--- src/design/rotating_key_xor_cipher_unit_assert.svh ---
// assertion macros for the rotating key xor cipher unit
// used by modules that have clk_i and rst_ni in scope
`ifndef ROTATING_KEY_XOR_CIPHER_UNIT_ASSERT_SVH
`define ROTATING_KEY_XOR_CIPHER_UNIT_ASSERT_SVH

// same-cycle implication
`define RKX_ASSERT_NOW(lbl, ante, cons) \
  lbl: assert property (@(posedge clk_i) disable iff (!rst_ni) (ante) |-> (cons)) \
    else $error("rkx assertion failed");

// next-cycle implication
`define RKX_ASSERT_NEXT(lbl, ante, cons) \
  lbl: assert property (@(posedge clk_i) disable iff (!rst_ni) (ante) |=> (cons)) \
    else $error("rkx assertion failed");

`endif

--- src/design/rkx_pkg.sv ---
// shared constants and types for the rotating key xor cipher unit
// no dependencies
`timescale 1ns / 1ps

package rkx_pkg;

  localparam int BYTE_W      = 8;
  localparam int CFG_IDX_W   = 3;
  localparam int CFG_DATA_W  = 64;
  localparam int KEY_WORDS   = 4;
  localparam int KEY_BYTES_W = 6;
  localparam int CFG_KEY_W   = KEY_WORDS * CFG_DATA_W;

  typedef enum logic [CFG_IDX_W-1:0] {
    REG_KEY_WORD_0 = 3'd0,
    REG_KEY_WORD_1 = 3'd1,
    REG_KEY_WORD_2 = 3'd2,
    REG_KEY_WORD_3 = 3'd3,
    REG_KEY_BYTES  = 3'd4
  } cfg_reg_e;

endpackage

--- src/design/rkx_if.sv ---
// channel interfaces: plaintext items, ciphertext items, config writes
// depends on rkx_pkg
`timescale 1ns / 1ps

interface rkx_plain_if
  import rkx_pkg::*;
();
  logic              valid;
  logic              ready;
  logic [BYTE_W-1:0] plain_byte;

  modport source (output valid, output plain_byte, input ready);
  modport sink   (input valid, input plain_byte, output ready);
endinterface

interface rkx_cipher_if
  import rkx_pkg::*;
();
  logic              valid;
  logic              ready;
  logic [BYTE_W-1:0] cipher_byte;

  modport source (output valid, output cipher_byte, input ready);
  modport sink   (input valid, input cipher_byte, output ready);
endinterface

interface rkx_cfg_if
  import rkx_pkg::*;
();
  logic                  valid;
  logic                  ready;
  logic [CFG_IDX_W-1:0]  index;
  logic [CFG_DATA_W-1:0] data;

  modport source (output valid, output index, output data, input ready);
  modport sink   (input valid, input index, input data, output ready);
endinterface

--- src/design/rkx_key_ctrl.sv ---
// config registers, working key, byte position and key rotation
// depends on rkx_pkg, rkx_if, rotating_key_xor_cipher_unit_assert.svh
`timescale 1ns / 1ps
`include "rotating_key_xor_cipher_unit_assert.svh"

module rkx_key_ctrl
  import rkx_pkg::*;
#(
  parameter int MAX_KEY_BYTES = 32
) (
  input  logic              clk_i,
  input  logic              rst_ni,
  rkx_cfg_if.sink           cfg,
  input  logic              advance_i,
  output logic [BYTE_W-1:0] key_byte_o
);

  localparam int KeyW = MAX_KEY_BYTES * BYTE_W;
  localparam int PosW = (MAX_KEY_BYTES > 1) ? $clog2(MAX_KEY_BYTES) : 1;
  localparam int CmpW = KEY_BYTES_W + 2;

  logic [CFG_DATA_W-1:0] key_word_q [KEY_WORDS];
  logic [CFG_DATA_W-1:0] key_word_d [KEY_WORDS];
  logic [CFG_KEY_W-1:0]  key_flat;
  logic [KeyW-1:0]       key_load;
  logic [KeyW-1:0]       wkey_q, wkey_d, wkey_rot, wkey_shl;
  logic [PosW-1:0]       pos_q, pos_d;
  logic [PosW-1:0]       last_q, last_d;
  logic                  cfg_fire, reload, at_last, wrap;
  logic [KEY_BYTES_W-1:0] kb;

  assign cfg.ready = 1'b1;
  assign cfg_fire  = cfg.valid && cfg.ready;
  assign kb        = cfg.data[KEY_BYTES_W-1:0];

  always_comb begin
    for (int w = 0; w < KEY_WORDS; w++) begin
      key_word_d[w] = key_word_q[w];
    end
    last_d = last_q;
    reload = 1'b0;
    if (cfg_fire) begin
      case (cfg_reg_e'(cfg.index))
        REG_KEY_WORD_0, REG_KEY_WORD_1, REG_KEY_WORD_2, REG_KEY_WORD_3: begin
          key_word_d[cfg.index[1:0]] = cfg.data;
          reload = 1'b1;
        end
        REG_KEY_BYTES: begin
          reload = 1'b1;
          if (kb == '0) begin
            last_d = '0;
          end else if (CmpW'(kb) > CmpW'(MAX_KEY_BYTES)) begin
            last_d = PosW'(MAX_KEY_BYTES - 1);
          end else begin
            last_d = PosW'(kb - 1'b1);
          end
        end
        default: reload = 1'b0;
      endcase
    end
  end

  always_comb begin
    for (int w = 0; w < KEY_WORDS; w++) begin
      key_flat[w*CFG_DATA_W +: CFG_DATA_W] = key_word_d[w];
    end
  end

  if (KeyW <= CFG_KEY_W) begin : g_load_trunc
    assign key_load = key_flat[KeyW-1:0];
  end else begin : g_load_ext
    assign key_load = {{(KeyW - CFG_KEY_W){1'b0}}, key_flat};
  end

  // rotate left by one bit over the active bytes only
  assign at_last  = (pos_q == last_q);
  assign wrap     = wkey_q[{last_q, 3'd7}];
  assign wkey_shl = {wkey_q[KeyW-2:0], wrap};

  always_comb begin
    for (int i = 0; i < MAX_KEY_BYTES; i++) begin
      if (PosW'(i) <= last_q) begin
        wkey_rot[i*BYTE_W +: BYTE_W] = wkey_shl[i*BYTE_W +: BYTE_W];
      end else begin
        wkey_rot[i*BYTE_W +: BYTE_W] = wkey_q[i*BYTE_W +: BYTE_W];
      end
    end
  end

  always_comb begin
    wkey_d = wkey_q;
    pos_d  = pos_q;
    if (reload) begin
      wkey_d = key_load;
      pos_d  = '0;
    end else if (advance_i) begin
      if (at_last) begin
        wkey_d = wkey_rot;
        pos_d  = '0;
      end else begin
        pos_d = pos_q + 1'b1;
      end
    end
  end

  assign key_byte_o = wkey_q[{pos_q, 3'd0} +: BYTE_W];

  always_ff @(posedge clk_i or negedge rst_ni) begin
    if (!rst_ni) begin
      for (int w = 0; w < KEY_WORDS; w++) begin
        key_word_q[w] <= '0;
      end
      wkey_q <= '0;
      pos_q  <= '0;
      last_q <= '0;
    end else begin
      for (int w = 0; w < KEY_WORDS; w++) begin
        key_word_q[w] <= key_word_d[w];
      end
      wkey_q <= wkey_d;
      pos_q  <= pos_d;
      last_q <= last_d;
    end
  end

  `RKX_ASSERT_NOW(a_pos_in_block, 1'b1, pos_q <= last_q)
  `RKX_ASSERT_NEXT(a_reload_clears_pos, reload, pos_q == '0)
  `RKX_ASSERT_NEXT(a_block_end_wraps, advance_i && at_last && !reload, pos_q == '0)

endmodule

--- src/design/rkx_out_reg.sv ---
// result register with valid flag between the cipher datapath and the sink
// depends on rkx_pkg, rkx_if, rotating_key_xor_cipher_unit_assert.svh
`timescale 1ns / 1ps
`include "rotating_key_xor_cipher_unit_assert.svh"

module rkx_out_reg
  import rkx_pkg::*;
(
  input  logic              clk_i,
  input  logic              rst_ni,
  input  logic              load_i,
  input  logic [BYTE_W-1:0] data_i,
  output logic              free_o,
  rkx_cipher_if.source      res
);

  logic              valid_q, valid_d;
  logic [BYTE_W-1:0] data_q;

  assign free_o = !valid_q || res.ready;

  always_comb begin
    valid_d = valid_q;
    if (load_i) begin
      valid_d = 1'b1;
    end else if (res.ready) begin
      valid_d = 1'b0;
    end
  end

  always_ff @(posedge clk_i or negedge rst_ni) begin
    if (!rst_ni) begin
      valid_q <= 1'b0;
    end else begin
      valid_q <= valid_d;
    end
  end

  always_ff @(posedge clk_i) begin
    if (load_i) begin
      data_q <= data_i;
    end
  end

  assign res.valid       = valid_q;
  assign res.cipher_byte = data_q;

  `RKX_ASSERT_NOW(a_no_overwrite, load_i, !valid_q || res.ready)
  `RKX_ASSERT_NEXT(a_load_shows, load_i, valid_q)
  `RKX_ASSERT_NEXT(a_stall_holds, valid_q && !res.ready, valid_q && $stable(data_q))

endmodule

--- src/design/rotating_key_xor_cipher_unit.sv ---
// Rotating key xor cipher unit, top level.
// Depends on rkx_pkg, rkx_if, rkx_key_ctrl and rkx_out_reg.
//
// plain_i takes one plaintext byte per item, cipher_o returns one ciphertext
// byte per item, in order. cfg_i writes the key words (index 0..3) and the
// key length in bytes (index 4); any write reloads the working key and
// restarts the block. Writes to other indexes are ignored. Write config only
// while no item is in flight.
// Each byte is xored with working key byte p; after the last byte of a block
// the active key bytes rotate left by one bit.
// The result is registered and shows the cycle after the item is taken.
// Throughput is one item per cycle while the receiver takes each result, set
// by the single result register; the key byte select, xor and rotation all
// finish within that cycle. Reset clears the key words, sets key length to
// one byte and empties the result register. If the receiver stalls, the
// result is held and plain_i ready drops until it is taken; cfg_i is always ready.
`timescale 1ns / 1ps

module rotating_key_xor_cipher_unit
  import rkx_pkg::*;
#(
  parameter int MAX_KEY_BYTES = 32
) (
  input  logic          clk_i,
  input  logic          rst_ni,
  rkx_plain_if.sink     plain_i,
  rkx_cipher_if.source  cipher_o,
  rkx_cfg_if.sink       cfg_i
);

  logic              accept;
  logic              free;
  logic [BYTE_W-1:0] key_byte;
  logic [BYTE_W-1:0] cipher_d;

  assign plain_i.ready = free;
  assign accept        = plain_i.valid && free;
  assign cipher_d      = plain_i.plain_byte ^ key_byte;

  rkx_key_ctrl #(
    .MAX_KEY_BYTES(MAX_KEY_BYTES)
  ) u_key_ctrl (
    .clk_i     (clk_i),
    .rst_ni    (rst_ni),
    .cfg       (cfg_i),
    .advance_i (accept),
    .key_byte_o(key_byte)
  );

  rkx_out_reg u_out_reg (
    .clk_i (clk_i),
    .rst_ni(rst_ni),
    .load_i(accept),
    .data_i(cipher_d),
    .free_o(free),
    .res   (cipher_o)
  );

endmodule
--- src/flat_wrapper.sv ---
// flat-port wrapper written by rule: the top's interface ports become plain ports
module rotating_key_xor_cipher_unit_flat import rkx_pkg::*;
#(
  parameter int MAX_KEY_BYTES = 32
)
  (clk_i, rst_ni, plain_i_valid, plain_i_plain_byte, plain_i_ready, cipher_o_valid, cipher_o_cipher_byte, cipher_o_ready, cfg_i_valid, cfg_i_index, cfg_i_data, cfg_i_ready);
  rkx_plain_if plain_i_i ();
  rkx_cipher_if cipher_o_i ();
  rkx_cfg_if cfg_i_i ();
  input  logic clk_i;
  input  logic rst_ni;
  input wire logic [$bits(plain_i_i.valid)-1:0] plain_i_valid;
  input wire logic [$bits(plain_i_i.plain_byte)-1:0] plain_i_plain_byte;
  output wire logic [$bits(plain_i_i.ready)-1:0] plain_i_ready;
  output wire logic [$bits(cipher_o_i.valid)-1:0] cipher_o_valid;
  output wire logic [$bits(cipher_o_i.cipher_byte)-1:0] cipher_o_cipher_byte;
  input wire logic [$bits(cipher_o_i.ready)-1:0] cipher_o_ready;
  input wire logic [$bits(cfg_i_i.valid)-1:0] cfg_i_valid;
  input wire logic [$bits(cfg_i_i.index)-1:0] cfg_i_index;
  input wire logic [$bits(cfg_i_i.data)-1:0] cfg_i_data;
  output wire logic [$bits(cfg_i_i.ready)-1:0] cfg_i_ready;
  assign plain_i_i.valid = plain_i_valid;
  assign plain_i_i.plain_byte = plain_i_plain_byte;
  assign plain_i_ready = plain_i_i.ready;
  assign cipher_o_valid = cipher_o_i.valid;
  assign cipher_o_cipher_byte = cipher_o_i.cipher_byte;
  assign cipher_o_i.ready = cipher_o_ready;
  assign cfg_i_i.valid = cfg_i_valid;
  assign cfg_i_i.index = cfg_i_index;
  assign cfg_i_i.data = cfg_i_data;
  assign cfg_i_ready = cfg_i_i.ready;
  rotating_key_xor_cipher_unit #(.MAX_KEY_BYTES(MAX_KEY_BYTES)) u_core (.clk_i(clk_i), .rst_ni(rst_ni), .plain_i(plain_i_i), .cipher_o(cipher_o_i), .cfg_i(cfg_i_i));
endmodule
--- config.mk ---
export PLATFORM = sky130hd
export DESIGN_NAME = rotating_key_xor_cipher_unit_flat
export DESIGN_NICKNAME = d
export VERILOG_FILES = /design/src/design/rkx_pkg.sv /design/src/design/rkx_if.sv /design/src/design/rkx_key_ctrl.sv /design/src/design/rkx_out_reg.sv /design/src/design/rotating_key_xor_cipher_unit.sv /design/src/flat_wrapper.sv
export VERILOG_INCLUDE_DIRS = /design/src /design/src/design
export SDC_FILE = /design/constraint.sdc
export NUM_CORES = 1
export LEC_CHECK = 0
export BUFFER_PORTS_ARGS = -buffer_cell sky130_fd_sc_hd__buf_2
export CAP_MARGIN = 5
export CORE_ASPECT_RATIO = 0.6
export CORE_UTILIZATION = 25
export CTS_BUF_LIST = sky130_fd_sc_hd__clkbuf_2
export CTS_CLUSTER_SIZE = 28
export DETAILED_ROUTE_END_ITERATION = 8
export GPL_ROUTABILITY_DRIVEN = 0
export PLACE_DENSITY = 0.42
export SYNTH_ARGS = -nofsm -noshare
export SYNTH_HDL_FRONTEND = slang
export SYNTH_SLANG_ARGS = --single-unit
--- constraint.sdc ---
create_clock -name clk_i -period 4.2 [get_ports clk_i]
set_input_delay 0.42 -clock clk_i [delete_from_list [all_inputs] [get_ports clk_i]]
set_output_delay 0.42 -clock clk_i [all_outputs]
set_load 0.03 [all_outputs]
==> metrics <==
length in cells of the worst reg-to-reg path 6; number of distinct library cell variants in the gate-level netlist after synthesis 67; Hold Path Depth 3; Hold Path End u_core.u_key_ctrl.key_word_q[163]$_DFF_PN0_; worst slack on hold paths 0.165 ns; H-tree level count 4; fraction of power consumed by the clock network 20.7%; number of antenna violations at the first check in global routing 21; capturing point of the worst reg2reg path u_core.u_out_reg.res.cipher_byte[3]$_DFFE_PP_; Syn Area/Cell between 10 and 15 µm²; total chip power roughly 18 mW; CP Class reg2reg; area share of the leading cell type in the synthesized netlist about half; clock tree sinks ~530; CTS-repair resized insts 0; flop2flop setup slack approximately 1.1 ns; number of input and output port buffers inserted 89; standard cell core area roughly 100000 µm²; HPWL after DPL about 72000 µm; Finished Layout Cells between 3000 and 4000; vias in the first global route 19000; top cell types by occurrence after synthesis sky130_fd_sc_hd__dfrtp_1, sky130_fd_sc_hd__mux2i_1, sky130_fd_sc_hd__mux2_2; count of final hold-check violations 0; outcome finished clean; minimum period implied by the final worst setup slack 3.13 ns; Peak Freq between 300 and 400 MHz; synthesized netlist net count 2290; Die Span Y 251 µm; Layout Area Growth over Synthesis 18.1%; Crit Reg-Reg Startpoint u_core.u_key_ctrl.pos_q[1]$_DFFE_PN0N_; relative contribution of sequential cells to total power 50.2%; grt ovf 0; total global routing track utilization 19.0%; share of flip-flops with an asynchronous set or reset 98.5%; class of the worst hold path in2reg; Cells after DPL ~3500; Critical Path Max Stage Delay just over 0.8 ns; layout cell share with drive strength beyond 1 26.3%; min-delay src cfg_i_data[35]; pin slew with the least headroom to its limit 1.32 ns; capturing element type of the critical path flip-flop; warnings from Yosys 0; LEAKAGE 13.3 nW; vias after detailed routing 18800; Net Sw Frac 41.3%; number of synthesized flops with an enable pin 8; cell chain of the critical path buf_4 > mux4_2 > a22o_1 > a211oi_1 > a21oi_1 > xor2_1; Pre-antenna DRT Iters 5; cell-internal power 10.4 mW; nets around 2600; later-pin clock latency in the skew report 1.31 ns; clock skew 0.102 ns; number of failing setup endpoints in the final timing report 0; unrepaired setup endpoints after global routing false; power per cell area 584 nW/µm²; fin. max-slew vios 0; number of instances in the synthesized netlist around 2200; clock tree from TritonCTS done; number of DRC violations after detailed routing 0; pin count of the biggest net entering global routing 153; clock transition at the register clock pins on the worst setup and hold paths after CTS about 0.14 ns; clock root buffer sky130_fd_sc_hd__clkbuf_2; horizontal die dimension 416 µm; part of the total power dissipated in combinational logic between 20 and 30%; post-route fraction of the period consumed by the critical path 74.4%; wire length after detailed routing between 90000 and 100000 µm; total I/O pin count 91; most instantiated library cell after synthesis sky130_fd_sc_hd__dfrtp_1; post-synthesis cell area 25800 µm²; sequential fraction of the synthesis area 51.7%; worst relative slew slack 11.5%; detailed router's first-iteration violation count 1807; first-pass GRT wire length 141000 µm; Max Buffers Root-to-Sink 3; number of filler instances in the final layout 10500; TNS Setup 0 ns; via density per instance 4.82; Inserted Clock Buffers roughly 140; crit path max fanout 67; Yosys top cell by area sky130_fd_sc_hd__dfrtp_1; starting density of the core 25.4%; critical path data arrival time 4.15 ns; count of max-cap constraint violations 0; area of the die 104000 µm²; Area contributors post-synth sky130_fd_sc_hd__dfrtp_1, sky130_fd_sc_hd__mux2i_1, sky130_fd_sc_hd__mux2_2, sky130_fd_sc_hd__mux4_2, sky130_fd_sc_hd__a21oi_1; post-detailed-route count of antenna-violating nets 0; dominant register cell in the synthesized netlist sky130_fd_sc_hd__dfrtp_1; worst IR drop on VDD 210 µV; critical path's slowest cell sky130_fd_sc_hd__buf_4; average detailed-routed wire length per instance between 20 and 30 µm; Worst EP required 5.23 ns; CP startpoint kind flip-flop; number of flip-flops and latches in the synthesized netlist between 500 and 600; net switching power 7.34 mW; number of core rows 90
[how the worst max path moves through the flow]
| stage | to | slack [ns] | startpoint |
|---|---|---|---|
| CTS | u_core.u_key_ctrl.wkey_q[100]$_DFFE_PN0P_ | 1.14 | u_core.u_key_ctrl.pos_q[0]$_DFFE_PN0N_ |
| finish | u_core.u_out_reg.res.cipher_byte[3]$_DFFE_PP_ | 1.07 | u_core.u_key_ctrl.pos_q[1]$_DFFE_PN0N_ |
| detailed placement | u_core.u_key_ctrl.wkey_q[100]$_DFFE_PN0P_ | 1.22 | u_core.u_key_ctrl.pos_q[0]$_DFFE_PN0N_ |
| global route | u_core.u_out_reg.res.cipher_byte[2]$_DFFE_PP_ | 1.03 | u_core.u_key_ctrl.pos_q[0]$_DFFE_PN0N_ |
| floorplan | u_core.u_key_ctrl.wkey_q[136]$_DFFE_PN0P_ | 1.85 | u_core.u_out_reg.res.valid$_DFFE_PN0P_ |
| global placement | u_core.u_out_reg.res.cipher_byte[4]$_DFFE_PP_ | 1.21 | u_core.u_key_ctrl.pos_q[0]$_DFFE_PN0N_ |
[cell families after synthesis]
logic type	share of synthesized area [%]
buf+inv	5.53
flops	51.7
xor+xnor	0.641
simple gates	5.69
mux	27.0
other cells	0.0146
compound gates	9.08
fa+ha+maj	0.301
[sequential cells by signal, summed over array words and instances, names as in the netlist]
signal                            flops
u_core.u_key_ctrl.key_word_q        256
u_core.u_key_ctrl.wkey_q            256
u_core.u_key_ctrl.pos_q               5
u_core.u_out_reg.res.cipher_byte      8
u_core.u_out_reg.res.valid            1
u_core.u_key_ctrl.last_q              5
[repair_timing]
| item | 4_1_cts | 5_1_grt |
|---|---|---|
| hold buffers | 159 | 0 |
| endpoints found under the hold margin | 1059 | 0 |
| buffers inserted | 0 | 0 |
[power groups by stage]
| stage | Sequential, mW | Clock [mW] | Combinational [mW] |
|---|---|---|---|
| 2_1_floorplan | 7.38 | 0 | 3.72 |
| 3_3_place_gp | 8.84 | 0 | 4.93 |
| 3_5_place_dp | 8.84 | 0 | 5.00 |
| 4_1_cts | 8.74 | 3.83 | 5.16 |
| 5_1_grt | 8.97 | 4.11 | 5.69 |
| 6_report | 8.91 | 3.68 | 5.17 |
[per-stage QoR]
stage / area (µm²) / worst slack, ns / util (%)
after global placement: 27700 / 1.21 / 27.3
after detailed placement: 27700 / 1.22 / 27.3
after global routing: 30400 / 1.03 / 30.0
final: 30400 / 1.07 / 30.0
after CTS: 30400 / 1.14 / 30.0
after floorplan: 25800 / 1.85 / -
[critical path: cells and delay by family (launching register included)]
kind                   cells  cell delay (ns)
XOR/XNOR                   1             0.16
flip-flops                 1             0.66
buffers and inverters      1             0.82
AO/OA/AOI/OAI              3             0.68
multiplexers               1             0.47
[layout by cell type (no fill, tap or decap), drive strengths merged, types with 7 or more instances in the layout]
cell / instances
dfrtp: 523
mux2i: 287
mux2: 254
a21oi: 239
nor2: 229
inv: 214
clkbuf: 183
dlygate4sd3: 158
buf: 124
nand2: 66
o21ai: 63
mux4: 54
a211oi: 16
a22oi: 14
clkinv: 13
o22ai: 9
o41ai: 9
o221ai: 8
xor2: 8
edfxtp: 8
nor3: 8
xnor2: 7
[metal layers]
| metal | up-vias | share of wire (%) | track usage [%] |
|---|---|---|---|
| li1 | 8278 | - | - |
| met1 | 9749 | 54 | 31.4 |
| met2 | 685 | 34 | 21.6 |
| met3 | 98 | 11 | 7.29 |
| met4 | 2 | 1.3 | 4.16 |
| met5 | - | 0.013 | 0 |
[cell type report]
cell class	instances	area [µm²]	area share, %
Timing Repair Buffer	282	2440	8.04
Clock inverter	27	221	0.728
Clock buffer	183	916	3.01
Multi-Input combinational cell	1335	11000	36.3
Sequential cell	531	13300	43.8
Inverter	206	773	2.54
Antenna cell	3	7.51	0.0247
Tap cell	1334	1670	5.49
Note: power is estimated with default switching activity, not from simulation.
